### src/sv/ccs_pkg.sv
package ccs_pkg;

   // lexical modes
   typedef enum logic [2:0] {
      MODE_CODE  = 3'd0,
      MODE_LINE  = 3'd1,
      MODE_BLOCK = 3'd2,
      MODE_DQ    = 3'd3,
      MODE_SQ    = 3'd4
   } lex_mode_type;

   // characters the lexer reacts to
   localparam logic [7:0] CH_SLASH  = 8'h2F;
   localparam logic [7:0] CH_STAR   = 8'h2A;
   localparam logic [7:0] CH_DQUOTE = 8'h22;
   localparam logic [7:0] CH_SQUOTE = 8'h27;
   localparam logic [7:0] CH_BSLASH = 8'h5C;
   localparam logic [7:0] CH_NL     = 8'h0A;

   // queue between lexer and output serializer
   localparam int QUEUE_DEPTH = 4;
   localparam int QUEUE_AW    = $clog2(QUEUE_DEPTH);
   localparam int QUEUE_CW    = $clog2(QUEUE_DEPTH + 1);

   // one or two output bytes caused by one input item
   typedef struct packed {
      logic       two;
      logic [7:0] first;
      logic [7:0] second;
   } entry_type;

endpackage

### src/sv/ccs_front.sv
module ccs_front (
   input  logic               clock,
   input  logic               reset,
   input  logic               accept,
   input  logic [7:0]         in_byte,
   input  logic               in_last,
   output logic               enq_valid,
   output ccs_pkg::entry_type enq_entry
);
   import ccs_pkg::*;

   lex_mode_type mode_ff, mode_in;
   logic held_ff, held_in;
   logic star_ff, star_in;
   logic esc_ff, esc_in;

   logic [1:0] cnt;
   logic [7:0] b0, b1;
   logic [7:0] quote;

   // lexer next state and emitted bytes
   always_comb begin
      mode_in = mode_ff;
      held_in = held_ff;
      star_in = star_ff;
      esc_in  = esc_ff;
      cnt     = 2'd0;
      b0      = in_byte;
      b1      = in_byte;
      quote   = (mode_ff == MODE_SQ) ? CH_SQUOTE : CH_DQUOTE;
      unique case (mode_ff)
         MODE_LINE: begin
            if (in_byte == CH_NL) begin
               mode_in = MODE_CODE;
               cnt     = 2'd1;
            end
         end
         MODE_BLOCK: begin
            if (star_ff && in_byte == CH_SLASH) begin
               mode_in = MODE_CODE;
               star_in = 1'b0;
            end else begin
               star_in = (in_byte == CH_STAR);
            end
         end
         MODE_DQ, MODE_SQ: begin
            if (esc_ff) begin
               esc_in = 1'b0;
            end else if (in_byte == CH_BSLASH) begin
               esc_in = 1'b1;
            end else if (in_byte == quote) begin
               mode_in = MODE_CODE;
            end
            cnt = 2'd1;
         end
         default: begin
            mode_in = MODE_CODE;
            if (held_ff) begin
               held_in = 1'b0;
               if (in_byte == CH_SLASH) begin
                  mode_in = MODE_LINE;
               end else if (in_byte == CH_STAR) begin
                  mode_in = MODE_BLOCK;
                  star_in = 1'b0;
               end else begin
                  // slash was not a comment opener: emit it ahead of the byte
                  cnt = 2'd2;
                  b0  = CH_SLASH;
                  if (in_byte == CH_DQUOTE) begin
                     mode_in = MODE_DQ;
                     esc_in  = 1'b0;
                  end else if (in_byte == CH_SQUOTE) begin
                     mode_in = MODE_SQ;
                     esc_in  = 1'b0;
                  end
               end
            end else begin
               if (in_byte == CH_SLASH) begin
                  held_in = 1'b1;
               end else begin
                  cnt = 2'd1;
                  if (in_byte == CH_DQUOTE) begin
                     mode_in = MODE_DQ;
                     esc_in  = 1'b0;
                  end else if (in_byte == CH_SQUOTE) begin
                     mode_in = MODE_SQ;
                     esc_in  = 1'b0;
                  end
               end
            end
         end
      endcase
      // end of stream: flush a held slash, then start fresh
      if (in_last) begin
         if (held_in) begin
            cnt = 2'd1;
            b0  = CH_SLASH;
         end
         mode_in = MODE_CODE;
         held_in = 1'b0;
         star_in = 1'b0;
         esc_in  = 1'b0;
      end
   end

   // lexer state registers
   always_ff @(posedge clock) begin
      if (reset) begin
         mode_ff <= MODE_CODE;
         held_ff <= 1'b0;
         star_ff <= 1'b0;
         esc_ff  <= 1'b0;
      end else if (accept) begin
         mode_ff <= mode_in;
         held_ff <= held_in;
         star_ff <= star_in;
         esc_ff  <= esc_in;
      end
   end

   // items that emit nothing never enter the queue
   assign enq_valid        = accept && (cnt != 2'd0);
   assign enq_entry.two    = (cnt == 2'd2);
   assign enq_entry.first  = b0;
   assign enq_entry.second = b1;

endmodule

### src/sv/ccs_queue.sv
module ccs_queue (
   input  logic               clock,
   input  logic               reset,
   input  logic               enq_valid,
   input  ccs_pkg::entry_type enq_entry,
   output logic               full,
   input  logic               deq_ready,
   output logic               empty,
   output ccs_pkg::entry_type head
);
   import ccs_pkg::*;

   entry_type entries_ff [QUEUE_DEPTH];
   logic [QUEUE_AW-1:0] wr_ptr_ff, wr_ptr_in;
   logic [QUEUE_AW-1:0] rd_ptr_ff, rd_ptr_in;
   logic [QUEUE_CW-1:0] count_ff, count_in;
   logic do_enq, do_deq;

   assign full   = (count_ff == QUEUE_CW'(QUEUE_DEPTH));
   assign empty  = (count_ff == '0);
   assign head   = entries_ff[rd_ptr_ff];
   assign do_enq = enq_valid && !full;
   assign do_deq = deq_ready && !empty;

   // pointer and fill count update
   always_comb begin
      wr_ptr_in = do_enq ? wr_ptr_ff + 1'b1 : wr_ptr_ff;
      rd_ptr_in = do_deq ? rd_ptr_ff + 1'b1 : rd_ptr_ff;
      count_in  = count_ff;
      if (do_enq && !do_deq) begin
         count_in = count_ff + 1'b1;
      end else if (do_deq && !do_enq) begin
         count_in = count_ff - 1'b1;
      end
   end

   always_ff @(posedge clock) begin
      if (reset) begin
         wr_ptr_ff <= '0;
         rd_ptr_ff <= '0;
         count_ff  <= '0;
      end else begin
         wr_ptr_ff <= wr_ptr_in;
         rd_ptr_ff <= rd_ptr_in;
         count_ff  <= count_in;
      end
   end

   // entry storage
   always_ff @(posedge clock) begin
      if (do_enq) begin
         entries_ff[wr_ptr_ff] <= enq_entry;
      end
   end

   // fill count never exceeds the depth
   a_count_range: assert property (@(posedge clock) disable iff (reset)
      count_ff <= QUEUE_CW'(QUEUE_DEPTH))
      else $error("queue count out of range");

   // fill count tracks the pointers
   a_count_ptrs: assert property (@(posedge clock) disable iff (reset)
      (count_ff == '0 || count_ff == QUEUE_CW'(QUEUE_DEPTH)) |-> wr_ptr_ff == rd_ptr_ff)
      else $error("queue pointers disagree with count");

   // a lone dequeue lowers the count by one
   a_deq_count: assert property (@(posedge clock) disable iff (reset)
      (do_deq && !do_enq) |=> count_ff == $past(count_ff) - 1'b1)
      else $error("queue count not decremented");

endmodule

### src/sv/ccs_back.sv
module ccs_back (
   input  logic               clock,
   input  logic               reset,
   input  logic               empty,
   input  ccs_pkg::entry_type head,
   output logic               deq_ready,
   input  logic               pop,
   output logic [7:0]         out_byte,
   output logic               out_last
);
   import ccs_pkg::*;

   logic sel_ff, sel_in;
   logic take;

   assign take      = pop && !empty;
   assign out_byte  = sel_ff ? head.second : head.first;
   assign out_last  = sel_ff || !head.two;
   assign deq_ready = take && out_last;

   // second byte of a two-byte entry
   always_comb begin
      sel_in = sel_ff;
      if (take) begin
         sel_in = !out_last;
      end
   end

   always_ff @(posedge clock) begin
      if (reset) begin
         sel_ff <= 1'b0;
      end else begin
         sel_ff <= sel_in;
      end
   end

endmodule

### src/sv/c_comment_stripper.sv
// Streaming C comment stripper. Source bytes enter on req_in_byte with push and
// leave on rsp_out_byte through a queue-style result port (empty/pop); line and
// block comments are removed, literals with backslash escapes pass untouched, and
// req_in_last flushes a held slash and restarts the lexer for a new stream. One
// byte is accepted every cycle while full is low. The lexer is a state machine that
// writes each byte's results, one or two bytes, into a four-entry queue; a result
// is in the queue from the cycle after its byte is accepted. A byte that yields
// two results (a slash that turned out not to open a comment, plus the byte itself)
// takes two pops but one entry, so full rises only when four entries wait unpopped.
// rsp_out_last marks the final result caused by one input byte.
module c_comment_stripper (
   input  logic       clock,
   input  logic       reset,
   input  logic       push,
   output logic       full,
   input  logic [7:0] req_in_byte,
   input  logic       req_in_last,
   output logic       empty,
   input  logic       pop,
   output logic [7:0] rsp_out_byte,
   output logic       rsp_out_last
);
   import ccs_pkg::*;

   logic      accept;
   logic      enq_valid;
   entry_type enq_entry;
   logic      deq_ready;
   entry_type head;

   assign accept = push && !full;

   // lexer
   ccs_front u_front (
      .clock     (clock),
      .reset     (reset),
      .accept    (accept),
      .in_byte   (req_in_byte),
      .in_last   (req_in_last),
      .enq_valid (enq_valid),
      .enq_entry (enq_entry)
   );

   // decoupling queue
   ccs_queue u_queue (
      .clock     (clock),
      .reset     (reset),
      .enq_valid (enq_valid),
      .enq_entry (enq_entry),
      .full      (full),
      .deq_ready (deq_ready),
      .empty     (empty),
      .head      (head)
   );

   // output serializer
   ccs_back u_back (
      .clock     (clock),
      .reset     (reset),
      .empty     (empty),
      .head      (head),
      .deq_ready (deq_ready),
      .pop       (pop),
      .out_byte  (rsp_out_byte),
      .out_last  (rsp_out_last)
   );

endmodule
### config.mk
export PLATFORM = sky130hd
export DESIGN_NAME = c_comment_stripper
export DESIGN_NICKNAME = d
export VERILOG_FILES = /design/src/sv/ccs_pkg.sv /design/src/sv/ccs_front.sv /design/src/sv/ccs_queue.sv /design/src/sv/ccs_back.sv /design/src/sv/c_comment_stripper.sv
export SDC_FILE = /design/constraint.sdc
export NUM_CORES = 1
export LEC_CHECK = 0
export BUFFER_PORTS_ARGS = -buffer_cell sky130_fd_sc_hd__buf_2
export CAP_MARGIN = 5
export CORE_MARGIN = 2
export CORE_UTILIZATION = 25
export CTS_CLUSTER_DIAMETER = 40
export DETAILED_ROUTE_END_ITERATION = 10
export GPL_ROUTABILITY_DRIVEN = 0
export HOLD_SLACK_MARGIN = 0.06
export PLACE_DENSITY = 0.5
export SKIP_CTS_REPAIR_TIMING = 1
export SLEW_MARGIN = 25
export SYNTH_ARGS = -nofsm -noshare
export SYNTH_HDL_FRONTEND = slang
export SYNTH_SLANG_ARGS = --single-unit
export TNS_END_PERCENT = 30
### constraint.sdc
create_clock -name clock -period 3.2 [get_ports clock]
set_input_delay 0.16 -clock clock [delete_from_list [all_inputs] [get_ports clock]]
set_output_delay 0.16 -clock clock [all_outputs]
set_load 0.02 [all_outputs]
* Word level (Yosys, flattened, before mapping)
Memories as Yosys holds them, arrays and structs flattened. A register that Yosys moved wholly into a read port is not among the register bits.
Index checks and enable logic that the tools add are counted.
** Word-level totals
- Memory bits (writable) :: 68
- Input port bits :: 13
- Memories kept :: 1
- Register bits after elaboration :: 14
** Memory list
- u_queue.entries_ff :: words 4, width 17, read ports 1, clocked after Yosys merged registers in 1, wr ports 1, RTL line ccs_queue.sv:13 : entry_type entries_ff [QUEUE_DEPTH];
** Operators by class
- Add/sub/neg operators :: 4
- Equal/unequal tests :: 23
- Reductions and logical operators :: 28
- Muxes and demuxes :: 55
** Operators by type and width (number)
- $mux 8 :: 7
- $mux 3 :: 15
- $eq 8x6->1 const B :: 4
- $mux 1 :: 22
- $mux 2 :: 7
- $ne 3x3->1 const B :: 4
- $logic_and 1x1->1 :: 9
- $ne 3x2->1 const B :: 3
- $pmux 3 s3 :: 1
- $eq 8x4->1 const B :: 1
- $eq 8x7->1 const B :: 1
- $eq 8x8->1 :: 1
- $eq 3x2->1 const B :: 2
- $eq 3x3->1 const B :: 2
- $logic_not 1->1 :: 6
- $pmux 2 s3 :: 1
- $reduce_and 6->1 :: 1
- $reduce_bool 3->1 :: 2
- $reduce_and 5->1 :: 1
- $add 2x1->2 const B :: 2
- $ne 2x1->1 const B :: 2
- $ne 4x4->1 const B :: 1
- $pmux 1 s2 :: 2
- $reduce_and 4->1 :: 1
- other kinds (10) :: 12

* Logic depth before layout (Yosys ltp)
Gate-level depths: netlist of the first run.
- Depth in word-level cells :: 14
- Depth in mapped cells :: 12
- Mapped depth without buffers :: 10

* Modules after synthesis
A second synthesis of the first run with hierarchy kept.
** Second synthesis, totals
- Cells, all modules :: 256
- Area, all modules :: 3890.0 um^2
** Modules (own cells, without submodules)
- ccs_queue :: cells an instance 137, instances 1, area each 2936.6 um^2, seq. area each 2222.1 um^2
- ccs_front :: cells an instance 102, instances 1, area each 763.2 um^2, seq. area each 120.1 um^2
- ccs_back :: cells an instance 16, instances 1, area each 176.4 um^2, seq. area each 20.0 um^2
- c_comment_stripper :: cells an instance 1, instances 1, area each 13.8 um^2, seq. area each 0.0 um^2

* Least setup slack after synthesis of the first run
OpenSTA, ideal clock, no wires.
- Path kind :: register to register
- From :: register u_front.mode_ff[0]
- To :: register u_queue.count_ff[2]
- Buffers on the path :: 1
- Cell stages (with the launch flop) :: 12
- Data arrival time :: 2.548 ns
- Setup time :: 0.071 ns
- Path slack :: 0.582 ns
- Path through :: dfxtp_1 > buf_2 > o21a_1 > nor2_1 > a31oi_1 > a31oi_1 > ha_1 > inv_1 > fa_1 > xor2_1 > or3_1 > a21oi_1
** On the way
- Longest elaborated chain between the ends :: 11
- Elaborated cells on any way between the ends :: 18
** RTL lines
- start, declared :: RTL line ccs_front.sv:12 : lex_mode_type mode_ff, mode_in;
- start signal, assigned :: RTL line ccs_front.sv:114 : mode_ff <= mode_in;
- $eq 3x2->1 (tied with other cells) :: RTL line ccs_front.sv:31 : unique case (mode_ff)
- $reduce_or 2->1 or $reduce_or 4->1 (tied branches)
- $pmux 2 s3 or $mux 1 (tied branches) :: RTL line ccs_front.sv:31
- $mux 2 :: RTL line ccs_front.sv:95 : if (held_in) begin
- $mux 2 (*) :: RTL line ccs_front.sv:94 : if (in_last) begin
- $reduce_bool 2->1 (*) :: RTL line ccs_front.sv:122 : assign enq_valid = accept && (cnt != 2'd0);
- $logic_and 1x1->1 (*) :: RTL line ccs_front.sv:122
- $logic_and 1x1->1 (*) :: RTL line ccs_queue.sv:22 : assign do_enq = enq_valid && !full;
- named net u_queue.do_enq :: RTL line ccs_queue.sv:17 : logic do_enq, do_deq;
- $logic_not 1->1 :: RTL line ccs_queue.sv:32 : end else if (do_deq && !do_enq) begin
- $logic_and 1x1->1 :: RTL line ccs_queue.sv:32
- $reduce_bool 2->1 (no source line)
- end signal, assigned :: RTL line ccs_queue.sv:45 : count_ff <= count_in;
- end, declared :: RTL line ccs_queue.sv:16 : logic [QUEUE_CW-1:0] count_ff, count_in;
Mark *: on every way through the listed nets, which the timed path passes. The rest lies on a longest branch.
A chain may end at the register's enable or synchronous reset.

* Worst setup path in the final report of the first run
- From :: register u_front.mode_ff[1]
- To :: register u_queue.count_ff[2]
The elaborated chain is that of the path after synthesis.

==> results of run 1 <==
==> metrics by stage <==
step	setup slack [ns]	std cells	power, mW
floorplan	0.5815	281	1.931
global placement	0.3601	488	2.177
detailed placement	0.3470	488	2.178
CTS	0.3470	504	3.119
global route	0.06304	504	3.239
finish	0.3712	504	3.062
==> cell type report <==
class / count / area [µm²] / share of cell area [%]
clock inverter: 6 / 40.04 / 0.8872
multi-input combinational: 173 / 1415 / 31.36
sequential: 84 / 2362 / 52.34
tap: 188 / 235.2 / 5.212
clock buffer: 10 / 229.0 / 5.073
inverter: 9 / 33.78 / 0.7485
timing repair buffer: 34 / 197.7 / 4.380
==> flip-flops by register name (all words and copies together), names as in the netlist, named ones only <==
name,flops
u_queue.entries_ff,68
u_front.mode_ff,3
u_queue.count_ff,3
u_queue.rd_ptr_ff,2
u_queue.wr_ptr_ff,2
u_back.sel_ff,1
u_front.esc_ff,1
u_front.held_ff,1
u_front.star_ff,1
==> power groups by stage <==
stage | sequential [mW] | combinational [mW] | clock, mW
2_1_floorplan | 1.37 | 0.565 | 0
3_3_place_gp | 1.38 | 0.798 | 0
3_5_place_dp | 1.38 | 0.797 | 0
4_1_cts | 1.36 | 0.800 | 0.960
5_1_grt | 1.37 | 0.863 | 1.01
6_report | 1.36 | 0.775 | 0.929
==> kinds of logic (layout without fill, tap and decap cells) <==
logic type / count (synthesis) / count (layout) / synth area share (%)
AND/OR/NAND/NOR: 102 / 102 / 14.51
flip-flops: 84 / 84 / 60.88
AO/OA/AOI/OAI: 37 / 37 / 7.062
buffers and inverters: 24 / 59 / 2.644
multiplexers: 22 / 22 / 11.42
adder cells (fa/ha/maj): 6 / 6 / 2.128
XOR/XNOR: 6 / 6 / 1.355
==> per-layer routing <==
metal / vias to the layer above / GRT usage (%)
met3: 11 / 2.827
met2: 36 / 16.96
met4: 0 / 4.028
met5: - / 0
li1: 1130 / -
met1: 1166 / 13.14
==> cell usage after synthesis (all sizes together) (3+ instances only) <==
master,count
a21oi,7
nand2b,8
nand4,5
xor2,3
inv,8
nand2,33
clkbuf,6
edfxtp,68
nor2,14
a211oi,3
mux4,17
a31oi,3
buf,9
mux2i,3
or2,6
ha,5
dfxtp,16
or3b,3
nand3,3
xnor2,3
nor2b,5
o21ai,6
and2,10
==> worst max-delay path by stage <==
stage,from,to,cells past startpoint
2_1_floorplan,u_front.mode_ff[0],u_queue.count_ff[2],11
3_3_place_gp,req_in_byte[1],u_queue.count_ff[2],11
3_5_place_dp,req_in_byte[2],u_queue.count_ff[2],11
4_1_cts,u_front.mode_ff[1],u_queue.count_ff[2],10
5_1_grt,u_front.mode_ff[1],u_queue.count_ff[2],10
6_report,u_front.mode_ff[1],u_queue.count_ff[2],10
==> flow_summary_export.csv, run 1 <==
group,metric,value,unit
drt,drtIter0Drc,146,
logic_synthesis,postSynthCellCount,281,
placed_design,numPortBuffers,23,
critical_path,ff2ff_setup_slack,0.37,ns
drt,ant_nets,0,
critical_path,critPathKind,"register to register",
sta,timing.setup.tns,0,ns
sta,hold_violations,0,
sta,fin_crit,2.829,ns
drt,met3_wirelength,270,µm
logic_synthesis,syn_area,0.003880,mm²
logic_synthesis,synthFlopType,"edfxtp_1",
logic_synthesis,yosysSeqAreaShare,60.88,%
global_routing,grt_pass1_wl,12810,µm
critical_path,cp-start-kind,"register",
clock_tree,htreeDepth,3,
global_routing,gr-usage-all-layers,10.37,%
logic_synthesis,yosys.area.top_type,"edfxtp_1",
clock_tree,root_buffer,"clkbuf_16",
finish,final_layout_size_suffix_gt1_share,24.37,%
logic_synthesis,async_reset_ff_share,0,%
finish,layout_common_cells,"68 x edfxtp_1, 33 x nand2_1, 23 x buf_2, 17 x mux4_2, 16 x dfxtp_1",
power_and_ir_drop,power.internal,2.159,mW
drt,met1_length,3693,µm
logic_synthesis,synth_edf_count,68,
hold_path,hold_depth,1,
critical_path,regToRegEndpoint,"u_queue.count_ff[2]",
power_and_ir_drop,switching_share,29.50,%
sta,worst_pin_slew,0.8118,ns
logic_synthesis,ys_types,58,
logic_synthesis,synth.top_cells.by_area,"edfxtp_1 53%, mux4_2 9.9%, dfxtp_1 8.3%",
drt,routed_wl,8013,µm
floorplan,die_area,0.01653,mm²
finish,antenna_cells,0,
sta,holdWs,0.1439,ns
critical_path,crit_path_max_incr_delay,0.43,ns
global_routing,grt_antenna_before_repair,0,
critical_path,endpoint_kind,"register",
drt,wl_per_cell,15.90,µm
power_and_ir_drop,clockPowerShare,30.3,%
critical_path,crit_chain,"o21a_1 > nor2_1 > a31oi_1 > a31oi_1 > ha_1 > inv_1 > fa_1 > xor2_1 > or3_1 > a21oi_1",
global_routing,grt_max_degree,21,
drt,dr.max_layer_used,"met4",
clock_tree,insertion_delay,0.33,ns
job,cap_violations,0,
hold_path,worstHoldStart,"req_in_byte[5]",
hold_path,hold_path_end,"u_queue.entries_ff[2][5]",
drt,vias,2343,
power_and_ir_drop,p_leak,1.558,nW
sta,fmax,353.5,MHz
logic_synthesis,synth-seq-cells,84,
drt,drc,0,
critical_path,critPathSlowestCell,"fa_1",
global_routing,grt_overflow,0,
drt,dr.pass1.iters,4,
sta,setup_viol,0,
critical_path,cp_data_arrival_time,3.08,ns
drt,met2_length,3934,µm
critical_path,cp_num_buf_inv,1,
placed_design,dp_hpwl,5192,µm
power_and_ir_drop,peakVddDrop,247.2,µV
critical_path,cpMostUsedCell,"a31oi_1",
critical_path,crit_fanout,10,
sta,drv_slew,0,
floorplan,rows,45,
placed_design,dpl-instance-area,0.004244,mm²
finish,layout.nets,330,
logic_synthesis,yosysTopAreaCellShare,52.63,%
floorplan,start_util,25.52,%
finish,syn_to_final_growth,16.32,%
drt,viasPerCell,4.649,
power_and_ir_drop,power_density,678.4,mW/mm²
critical_path,cp_top_family,"compound AO/OA/AOI/OAI gates",
clock_tree,cts_buffer_depth,2,
global_routing,first_global_vias,2397,
logic_synthesis,synth.avg_cell_area,13.81,µm²
critical_path,crit-reg2reg-launch,"u_front.mode_ff[1]",
power_and_ir_drop,seq_power_share,44.4,%
clock_tree,cts_tree,"yes",
finish,postLayoutCellArea,0.004513,mm²
sta,fin_crit_sh,88.40,%
power_and_ir_drop,comb_power_share,25.3,%
logic_synthesis,yosys_warnings,0,
floorplan,core_area,0.01520,mm²
clock_tree,cts_made_buffers,9,
critical_path,worstRegToRegCells,10,
finish,layout_commonest_cell,"edfxtp_1",
floorplan,die_w,128.6,µm
run_status,status,"finished, final reports clean",
logic_synthesis,synthesis.nets,300,
finish,postLayoutCoreUtil,29.69,%
power_and_ir_drop,switchingPower,903.2,µW
sta,relSlewSlack,45.88,%
sta,clock_skew,0.01123,ns
floorplan,die_y,128.6,µm
critical_path,required,3.45,ns
hold_path,worstHoldPathType,"input pin to register",
sta,rsz0062_at_grt,"false",
clock_tree,clock_sinks,84,
finish,fillers,1538,
floorplan,num_io_pins,24,
clock_tree,clk_pin_slew,0.06,ns
Note: power is estimated with default switching activity, not from simulation.
==> inputs of run 2 (changes only) <==
- clock period: 3.2 -> 3.6 ns (I/O delays scaled with it)
==> flow_summary_export.csv, run 2 (synthesis results as in run 1) <==
group,metric,value,unit
hold_path,worstHoldStart,"req_in_byte[5]",
critical_path,cp_data_arrival_time,3.12,ns
drt,drc,0,
clock_tree,clock_sinks,84,
floorplan,die_area,0.01653,mm²
global_routing,first_global_vias,2369,
clock_tree,htreeDepth,3,
finish,multiInputGateArea,0.001415,mm²
sta,hold_violations,0,
sta,setup_viol,0,
floorplan,die_w,128.6,µm
placed_design,dpl-instance-area,0.004229,mm²
sta,rsz0062_at_grt,"false",
drt,vias,2323,
finish,largest_reg_flops,68,
finish,antenna_cells,0,
global_routing,grt_pass1_wl,12770,µm
global_routing,grt_overflow,0,
drt,drtIter0Drc,205,
finish,layout_common_cells,"68 x edfxtp_1, 33 x nand2_1, 23 x buf_2, 17 x mux4_2, 16 x dfxtp_1",
drt,routed_wl,8056,µm
floorplan,die_y,128.6,µm
critical_path,cp-startpoint,"u_front.mode_ff[2]",
clock_tree,cts_buffer_depth,2,
clock_tree,root_buffer,"clkbuf_16",
finish,layout_commonest_cell,"edfxtp_1",
finish,ff_latch_area,0.002362,mm²
run_status,status,"finished, final reports clean",
floorplan,num_io_pins,24,
floorplan,start_util,25.52,%
drt,dr.pass1.iters,6,
job,cap_violations,0,
global_routing,grt_antenna_before_repair,0,
clock_tree,insertion_delay,0.33,ns
sta,fin_crit,2.854,ns
finish,fillers,1537,
critical_path,ff2ff_setup_slack,0.75,ns
finish,layout.nets,328,
sta,drv_slew,0,
drt,ant_nets,0,
critical_path,cp-start-kind,"register",
placed_design,dp_hpwl,5221,µm
sta,relSlewSlack,46.44,%
finish,final_layout_size_suffix_gt1_share,23.89,%
sta,timing.setup.tns,0,ns
drt,viasPerCell,4.627,
finish,reg.largest.list,"u_queue.entries_ff x68, u_front.mode_ff x3, u_queue.count_ff x3",
floorplan,core_area,0.01520,mm²
drt,wl_per_cell,16.05,µm
sta,clock_skew,0.007116,ns
clock_tree,clk_pin_slew,0.06,ns
critical_path,crit-reg2reg-launch,"u_front.mode_ff[2]",
sta,fin_crit_sh,79.29,%
finish,regMostFlops,"u_queue.entries_ff",
clock_tree,cts_tree,"yes",
power_and_ir_drop,power_density,632.6,mW/mm²
critical_path,required,3.87,ns
hold_path,worstHoldPathType,"input pin to register",
finish,postLayoutCellArea,0.004546,mm²
power_and_ir_drop,p_leak,1.559,nW
finish,syn_to_final_growth,17.16,%
sta,worst_pin_slew,0.8035,ns
placed_design,numPortBuffers,23,
floorplan,rows,45,
clock_tree,cts_made_buffers,9,
sta,fmax,350.3,MHz
critical_path,crit_fanout,11,
critical_path,critPathKind,"register to register",
global_routing,grt_max_degree,21,
power_and_ir_drop,peakVddDrop,264.6,µV
global_routing,gr-usage-all-layers,10.41,%
critical_path,endpoint_kind,"register",
==> run 2: cell types whose count changed in the layout (fill, tap and decap cells not counted), sizes merged <==
cell	change
clkinvlp	+2
clkinv	-4
bufinv	+2
buf	-2
==> run 2: area by class of cell <==
type | count | area share, %
well taps | 188 | 5.175
inverters | 9 | 0.7432
clock buffers | 10 | 5.037
repair buffers | 32 | 4.019
flip-flops and latches | 84 | 51.97
multi-input cells | 173 | 31.13
clock inverters | 6 | 1.927
==> run 2: routing by layer <==
metal	share of wire [%]	GRT usage, %	up-vias
met5	0	0	-
met4	1.6	5.435	0
met3	2.8	2.037	7
met2	49	16.96	39
met1	47	13.19	1151
li1	-	-	1126
==> run 2: stage by stage <==
stage               utilization (%)  total power [mW]  setup WS, ns  std cells  hold WS, ns
CTS                           29.90             2.925        0.7301        502       0.1320
floorplan                         -             1.717        0.9738        281       0.2789
global placement              27.82             1.936        0.7862        486       0.4833
global route                  29.90             3.023        0.3889        502       0.1623
finish                        29.90             2.876        0.7455        502       0.1496
detailed placement            27.82             1.940        0.7196        486       0.4830
==> run 2: worst max-delay path, cell delays in order (launching register included) <==
cell     delay [ns]
dfxtp_1        0.52
nor3_1         0.12
nor2_1         0.23
a31oi_1        0.22
a31oi_1        0.35
ha_1           0.25
inv_1          0.07
fa_1           0.44
xor2_1         0.16
or3_1          0.30
a21oi_1        0.13
==> run 2: path summary, 6_finish.rpt <==
path | endpoint | cells after the start
max | u_queue.count_ff[2] | 10
min | u_queue.entries_ff[2][5] | 1
max reg2reg | u_queue.count_ff[2] | 10
min reg2reg | u_front.esc_ff | 2
==> run 2: power by group <==
group	internal, mW	switching (mW)
Sequential	1.16	0.0435
Clock	0.608	0.369
Combinational	0.291	0.403
